==> src/rtl/core/bitmap_to_index_list_unit_defines.svh <==
// Assertion macros shared by the bitmap to index list unit.
`ifndef BITMAP_TO_INDEX_LIST_UNIT_DEFINES_SVH
`define BITMAP_TO_INDEX_LIST_UNIT_DEFINES_SVH

// Same-cycle implication, checked only when the block is out of reset.
`define BTIL_ASSERT_SAME(label, clk, rstn, ante, cons) \
    label: assert property (@(posedge clk) disable iff (!rstn) (ante) |-> (cons)) \
        else $error("bitmap to index list unit: assertion failed");

// Next-cycle implication, checked only when the block is out of reset.
`define BTIL_ASSERT_NEXT(label, clk, rstn, ante, cons) \
    label: assert property (@(posedge clk) disable iff (!rstn) (ante) |=> (cons)) \
        else $error("bitmap to index list unit: assertion failed");

`endif

==> src/rtl/core/btil_pkg.sv <==
// Package with the widths, types and constants of the bitmap to index list unit.
package btil_pkg;

    // Field and counter widths.
    localparam int DATA_W      = 64;
    localparam int BIT_IDX_W   = 6;
    localparam int WORD_W      = 10;
    localparam int ID_W        = 16;
    localparam int LIST_W      = 16;
    localparam int OUT_DATA_W  = ID_W + LIST_W;

    // Largest word number the counter can hold, and the default bitmap size.
    localparam int WORD_NUM_MAX  = 1023;
    localparam int MAX_WORDS_DEF = 1024;

    // Controller states.
    typedef enum logic [0:0] {
        BTIL_IDLE,
        BTIL_SCAN
    } btil_state_t;

    // Commands from the controller to the datapath.
    typedef struct packed {
        logic load;
        logic emit;
        logic finish;
    } btil_cmd_t;

    // Status from the datapath to the controller.
    typedef struct packed {
        logic rem_zero;
        logic last_bit;
        logic out_free;
    } btil_status_t;

endpackage

==> src/rtl/core/bitmap_to_index_list_unit.sv <==
// Top level of the bitmap to index list unit.
// Takes one 64-bit bitmap word at a time and sends one word for each set
// bit, lowest bit first, carrying the vertex id (word number times 64 plus
// bit position) and the id's position in the output list; the final word of
// an input word is marked with m_tlast, and an input word with s_tlast set
// returns both counters to zero after its results. A word is taken in, then
// the unit takes one priority-encoder step per set bit (an empty word ends
// the scan at once), each loading the single output register. The next
// input word is taken while the last result still waits in that register.
// Back-pressure on the result side stalls the scan.
`include "bitmap_to_index_list_unit_defines.svh"

module bitmap_to_index_list_unit #(
    parameter int MAX_WORDS = btil_pkg::MAX_WORDS_DEF
) (
    input  logic                               aclk,
    input  logic                               aresetn,
    // Input words.
    input  logic                               s_tvalid,
    output logic                               s_tready,
    input  logic [btil_pkg::DATA_W-1:0]         s_tdata,   // [63:0] bitmap_word
    input  logic                               s_tlast,   // end_of_bitmap
    // Result words.
    output logic                               m_tvalid,
    input  logic                               m_tready,
    output logic [btil_pkg::OUT_DATA_W-1:0]     m_tdata,   // [15:0] vertex_id, [31:16] list_position
    output logic                               m_tlast    // last_in_word
);

    btil_pkg::btil_cmd_t    cmd;
    btil_pkg::btil_status_t status;

    // Controller.
    btil_ctrl u_ctrl (
        .aclk     (aclk),
        .aresetn  (aresetn),
        .s_tvalid (s_tvalid),
        .s_tready (s_tready),
        .status   (status),
        .cmd      (cmd)
    );

    // Datapath.
    btil_dp #(
        .MAX_WORDS (MAX_WORDS)
    ) u_dp (
        .aclk     (aclk),
        .aresetn  (aresetn),
        .cmd      (cmd),
        .s_tdata  (s_tdata),
        .s_tlast  (s_tlast),
        .m_tready (m_tready),
        .status   (status),
        .m_tvalid (m_tvalid),
        .m_tdata  (m_tdata),
        .m_tlast  (m_tlast)
    );

    // A result is only loaded when the output register is empty or being drained.
    `BTIL_ASSERT_SAME(a_emit_slot_free, aclk, aresetn, cmd.emit, !m_tvalid || m_tready)
    // A scan ends only on an empty word or on the word carrying its last set bit.
    `BTIL_ASSERT_SAME(a_finish_cause, aclk, aresetn, cmd.finish, status.rem_zero || (cmd.emit && status.last_bit))
    // An accepted word is loaded into the scan register unchanged.
    `BTIL_ASSERT_NEXT(a_load_word, aclk, aresetn, s_tvalid && s_tready, u_dp.rem_reg == $past(s_tdata))

endmodule

==> src/rtl/core/btil_ctrl.sv <==
// Controller state machine of the bitmap to index list unit.
module btil_ctrl (
    input  logic                  aclk,
    input  logic                  aresetn,
    input  logic                  s_tvalid,
    output logic                  s_tready,
    input  btil_pkg::btil_status_t status,
    output btil_pkg::btil_cmd_t    cmd
);

    btil_pkg::btil_state_t state_reg;
    btil_pkg::btil_state_t state_next;

    // State register.
    always_ff @(posedge aclk) begin
        if (!aresetn) begin
            state_reg <= btil_pkg::BTIL_IDLE;
        end else begin
            state_reg <= state_next;
        end
    end

    // Next state and commands. A word is scanned one set bit per cycle while
    // the output register is free, and the scan ends on the cycle that sends
    // the last set bit, or at once for an empty word.
    always_comb begin
        state_next = state_reg;
        s_tready   = 1'b0;
        cmd        = '0;
        case (state_reg)
            btil_pkg::BTIL_IDLE: begin
                s_tready = 1'b1;
                if (s_tvalid) begin
                    cmd.load   = 1'b1;
                    state_next = btil_pkg::BTIL_SCAN;
                end
            end
            btil_pkg::BTIL_SCAN: begin
                if (status.rem_zero) begin
                    cmd.finish = 1'b1;
                    state_next = btil_pkg::BTIL_IDLE;
                end else if (status.out_free) begin
                    cmd.emit = 1'b1;
                    if (status.last_bit) begin
                        cmd.finish = 1'b1;
                        state_next = btil_pkg::BTIL_IDLE;
                    end
                end
            end
            default: begin
                state_next = btil_pkg::BTIL_IDLE;
            end
        endcase
    end

endmodule

==> src/rtl/core/btil_dp.sv <==
// Datapath of the bitmap to index list unit: word register, counters and output register.
module btil_dp #(
    parameter int MAX_WORDS = btil_pkg::MAX_WORDS_DEF
) (
    input  logic                               aclk,
    input  logic                               aresetn,
    input  btil_pkg::btil_cmd_t                 cmd,
    input  logic [btil_pkg::DATA_W-1:0]         s_tdata,
    input  logic                               s_tlast,
    input  logic                               m_tready,
    output btil_pkg::btil_status_t              status,
    output logic                               m_tvalid,
    output logic [btil_pkg::OUT_DATA_W-1:0]     m_tdata,
    output logic                               m_tlast
);

    // Top word number: the smaller of the bitmap size less one and the counter's top.
    localparam int TOP_INT = (MAX_WORDS - 1 > btil_pkg::WORD_NUM_MAX) ?
                             btil_pkg::WORD_NUM_MAX : MAX_WORDS - 1;
    localparam logic [btil_pkg::WORD_W-1:0] WORD_TOP = btil_pkg::WORD_W'(TOP_INT);

    logic [btil_pkg::DATA_W-1:0]    rem_reg;
    logic [btil_pkg::DATA_W-1:0]    rem_next;
    logic                           end_reg;
    logic [btil_pkg::WORD_W-1:0]    word_num_reg;
    logic [btil_pkg::WORD_W-1:0]    word_num_next;
    logic [btil_pkg::LIST_W-1:0]    list_len_reg;
    logic [btil_pkg::LIST_W-1:0]    list_len_next;
    logic                           m_valid_reg;
    logic                           m_valid_next;
    logic [btil_pkg::ID_W-1:0]      vertex_id_reg;
    logic [btil_pkg::LIST_W-1:0]    list_pos_reg;
    logic                           last_reg;

    logic [btil_pkg::DATA_W-1:0]    rem_dec;
    logic [btil_pkg::DATA_W-1:0]    rem_cleared;
    logic [btil_pkg::DATA_W-1:0]    low_bit;
    logic [btil_pkg::BIT_IDX_W-1:0] bit_idx;

    // Lowest set bit of the remaining word, isolated with one decrement.
    assign rem_dec     = rem_reg - btil_pkg::DATA_W'(1);
    assign rem_cleared = rem_reg & rem_dec;
    assign low_bit     = rem_reg & ~rem_dec;

    // One-hot to binary encoding of the isolated bit.
    always_comb begin
        bit_idx = '0;
        for (int i = 0; i < btil_pkg::DATA_W; i++) begin
            bit_idx = bit_idx | ({btil_pkg::BIT_IDX_W{low_bit[i]}} & btil_pkg::BIT_IDX_W'(i));
        end
    end

    // Status towards the controller.
    assign status.rem_zero = (rem_reg == '0);
    assign status.last_bit = (rem_cleared == '0);
    assign status.out_free = !m_valid_reg || m_tready;

    // Next values of the word register and the counters.
    always_comb begin
        rem_next      = rem_reg;
        word_num_next = word_num_reg;
        list_len_next = list_len_reg;
        if (cmd.load) begin
            rem_next = s_tdata;
        end else if (cmd.emit) begin
            rem_next = rem_cleared;
        end
        if (cmd.emit) begin
            list_len_next = list_len_reg + btil_pkg::LIST_W'(1);
        end
        if (cmd.finish) begin
            if (end_reg) begin
                word_num_next = '0;
                list_len_next = '0;
            end else if (word_num_reg < WORD_TOP) begin
                word_num_next = word_num_reg + btil_pkg::WORD_W'(1);
            end
        end
    end

    // Output register valid flag.
    always_comb begin
        if (cmd.emit) begin
            m_valid_next = 1'b1;
        end else if (m_tready) begin
            m_valid_next = 1'b0;
        end else begin
            m_valid_next = m_valid_reg;
        end
    end

    // Control state and counters.
    always_ff @(posedge aclk) begin
        if (!aresetn) begin
            word_num_reg <= '0;
            list_len_reg <= '0;
            m_valid_reg  <= 1'b0;
        end else begin
            word_num_reg <= word_num_next;
            list_len_reg <= list_len_next;
            m_valid_reg  <= m_valid_next;
        end
    end

    // Payload registers.
    always_ff @(posedge aclk) begin
        rem_reg <= rem_next;
        if (cmd.load) begin
            end_reg <= s_tlast;
        end
        if (cmd.emit) begin
            vertex_id_reg <= {word_num_reg, bit_idx};
            list_pos_reg  <= list_len_reg;
            last_reg      <= status.last_bit;
        end
    end

    assign m_tvalid = m_valid_reg;
    assign m_tdata  = {list_pos_reg, vertex_id_reg};
    assign m_tlast  = last_reg;

endmodule
==> config.mk <==
export PLATFORM = sky130hd
export DESIGN_NAME = bitmap_to_index_list_unit
export DESIGN_NICKNAME = d
export VERILOG_FILES = /design/src/rtl/core/btil_pkg.sv /design/src/rtl/core/bitmap_to_index_list_unit.sv /design/src/rtl/core/btil_ctrl.sv /design/src/rtl/core/btil_dp.sv
export VERILOG_INCLUDE_DIRS = /design/src /design/src/rtl/core
export SDC_FILE = /design/constraint.sdc
export NUM_CORES = 1
export LEC_CHECK = 0
export BUFFER_PORTS_ARGS = -buffer_cell sky130_fd_sc_hd__clkbuf_2
export CORE_ASPECT_RATIO = 0.6
export CORE_MARGIN = 1
export CORE_UTILIZATION = 30
export DETAILED_ROUTE_END_ITERATION = 6
export PLACE_DENSITY = 0.44
export SLEW_MARGIN = 20
export SYNTH_ARGS = -nofsm -noshare
export SYNTH_HDL_FRONTEND = slang
export SYNTH_SLANG_ARGS = --single-unit
==> constraint.sdc <==
create_clock -name aclk -period 8.2 [get_ports aclk]
set_input_delay 1.23 -clock aclk [delete_from_list [all_inputs] [get_ports aclk]]
set_output_delay 1.23 -clock aclk [all_outputs]
set_load 0.01 [all_outputs]
==> run metrics <==
arrival time at the worst endpoint roughly 5000 ps; Synth Net Count around 850; Placement Rows 43; share of synthesized registers carrying an async set or reset 0; reported leakage power 0.00317 uW; area growth from synthesis to layout 18.9%; largest net degree at the start of global routing 65; height of the chip 122 um; fraction of final layout cells sized beyond drive strength 1 0.190; clock root buffer master clkbuf_16; critical path class reg -> reg; count of TritonRoute iterations in the first routing pass 5; total detailed-routing wirelength 25.2 mm; register bit total from synthesis 126; Worst-path clk slew 50 ps; Worst IR Drop VDD 133 uV; kind of start point of the critical path register; Slew Limit Fails 0; final routed DRC violation total 0; master of the slowest instance on the critical path o41ai_1; RSZ-0062 raised after global routing no; post-route clock period utilization 0.576; element type at the critical path end register; Tmin final ~4700 ps; Synth Instances 776; Buf/Inv on CP 1; cell with the most instances on the worst path nand3_1; dpl cells 1168; via count normalized by instance count 5.50; PwrDens around 200 nW/um^2; average wire length per cell after detail routing 21.0 um; number of max-cap violations 0; overall global routing resource usage 0.212; Fmax achieved between 200 and 250 MHz; number of fillers in the final layout 2408; Horiz. Die Dim 201 um; number of standard cells in the layout, taps in and fillers out 1201; type of the most critical hold path reg -> reg; number of hold buffers added after CTS 0; Layout Skew 14.6 ps; CTS tree yes; endpoints failing setup 0; number of buffers created by CTS 17; number of H-tree levels 4; net count of the finished layout 944; first-pass GRT wire length 38.4 mm; Main synth FF type edfxtp_1; worst-case headroom to the max-slew limit 0.356; register cell area after layout 3500 um^2; via count of the first global-routing pass 6144; Detailed Route Iter0 Violations around 630; critical-path cell list nor4_4 -> and4_1 -> nand3_1 -> o41ai_1 -> nand4_1 -> nor4_1 -> nand3_1 -> o41ai_4 -> buf_6 -> a21boi_0 -> o21ai_1; DRT antenna net count 0; Worst-Skew Late Latency 430 ps; # clock sinks 126; number of buffers between clock root and the deepest sink 2; syn_area_per_cell 9.21 um^2; proportion of synthesized chip area in sequential cells 0.490; cell area after synthesis about 7100 um^2; Worst Tran Pin Value about 950 ps; final estimated routing congestion in global placement just over 0.9; setup total negative slack 0 ps; EDFF count, synth 98; Initial Utilization 0.307; post-CTS setup buffers 0; warnings from Yosys 0; dpl hpwl 19.0 mm; die area 24500 um^2; post-synthesis cell type count 77; final antenna diode count 0; count of port buffers added during placement 103; total vias in the final route roughly 6600; maximum fanout along the worst path 15; endpoints failing hold 0; delay of the slowest cell on the worst path between 700 and 800 ps; top-level I/O count between 100 and 150; data required time of the worst path 8510 ps; max FFs per register 64; number of antenna violations at the first check in global routing 0; Crit path max-delay family simple AND/OR/NAND/NOR gates; total area of multi-input combinational cells 3430 um^2; result of the run completed; total overflow reported by the global router 0; placeable core region 23200 um^2; post-cts gate resize count 0
-- power by group --
| group | leakage, uW | internal, uW | total (uW) | switching [uW] |
|---|---|---|---|---|
| combinational | 0.00172 | 72.7 | 215 | 143 |
| sequential | 0.00119 | 760 | 841 | 81.7 |
| clock | 0.000256 | 410 | 686 | 276 |
| total | 0.00317 | 1240 | 1740 | 500 |
-- cell usage after synthesis, types with 3 or more instances --
library cell	count	area share
nand4_1	18	0.016
nor4_1	19	0.017
nor3_1	25	0.018
nand2b_1	3	0.0026
a211oi_1	5	0.0053
nand2_1	136	0.071
nor2b_1	4	0.0035
nor2_1	75	0.039
xnor2_1	6	0.0074
xor2_1	9	0.011
and4_1	7	0.0086
and3_1	13	0.011
a21boi_0	3	0.0032
a21oi_1	16	0.011
inv_1	21	0.011
and2_1	5	0.0044
or3_1	15	0.013
edfxtp_1	98	0.41
o21a_1	7	0.0074
o21ai_0	72	0.050
or4_1	16	0.017
clkbuf_1	21	0.011
o21ai_1	3	0.0021
dfxtp_1	28	0.078
o31ai_1	14	0.015
a22o_1	3	0.0037
buf_2	6	0.0042
nor2_2	10	0.0088
o41ai_1	12	0.015
or2_2	3	0.0026
a21o_1	4	0.0042
nand3_1	43	0.030
-- worst reg2reg max path: stages (launching register included) --
cell and delay (ps):
edfxtp_1 490, nor4_4 530, and4_1 550, nand3_1 460, o41ai_1 740, nand4_1 170, nor4_1 380, nand3_1 260
o41ai_4 500, buf_6 240, a21boi_0 190, o21ai_1 80
-- metrics by stage --
step	total power (uW)	util	hold slack (ps)	area [um^2]	setup slack (ps)
CTS	1760	0.365	461	8480	3230
global route	1820	0.366	471	8500	3130
detailed placement	1060	0.343	448	7970	3260
finish	1740	0.366	461	8500	3480
global placement	1070	0.343	448	7970	3150
floorplan	953	-	428	7140	1610
-- path summary, 6_finish.rpt --
check	startpoint	endpoint	slack, ps	cells after the start
max	u_dp.rem_reg[2]$_DFFE_PP_	u_dp.word_num_reg[3]$_SDFFE_PN0P_	3480	11
min	u_dp.list_len_reg[15]$_SDFF_PN0_	u_dp.list_pos_reg[15]$_DFFE_PP_	460	0
max reg2reg	u_dp.rem_reg[2]$_DFFE_PP_	u_dp.word_num_reg[3]$_SDFFE_PN0P_	3480	11
min reg2reg	u_dp.list_len_reg[15]$_SDFF_PN0_	u_dp.list_pos_reg[15]$_DFFE_PP_	460	0
-- layer usage --
metal	track usage	wire length [um]
met2	0.242	8500
met5	0	0
met1	0.349	13600
met4	0.0488	301
met3	0.0811	2780
-- cells by family after synthesis --
family                     Yosys count  share of synthesized area
xor gates and xnor gates            15                     0.0184
muxes                                3                    0.00438
DFF                                126                      0.490
buffers and inverters               53                     0.0320
AOI/OAI and AO/OA                  165                      0.153
adders and majority gates            2                    0.00350
and+or+nand+nor                    412                      0.298
-- final cells by class --
cell class                 instances  area share
timing repair buffer             109      0.0664
clock buffer                      22      0.0523
sequential                       126       0.412
clock inverter                    10     0.00884
tap                              315      0.0464
inverter                          22     0.00987
multi-input combinational        597       0.404
-- placed cells by master (no fill, tap or decap), types with 4 or more instances in the layout --
cell type,n
xor2_1,9
nand4_1,18
a21oi_1,16
and3_1,13
o31ai_1,14
nor3_1,25
edfxtp_1,98
or4_1,16
and4_1,7
nand3_1,43
a21o_1,4
nor2_1,74
inv_1,21
and2_1,5
clkinv_2,7
clkbuf_1,5
clkbuf_16,17
nor4_1,19
o21a_1,7
dfxtp_1,28
clkbuf_2,103
nor2b_1,4
buf_4,5
or3_1,15
o41ai_1,12
xnor2_1,6
o21ai_0,71
nor2_2,10
nand2_1,136
a211oi_1,5
No activity file was read; power rests on OpenSTA's default activity.
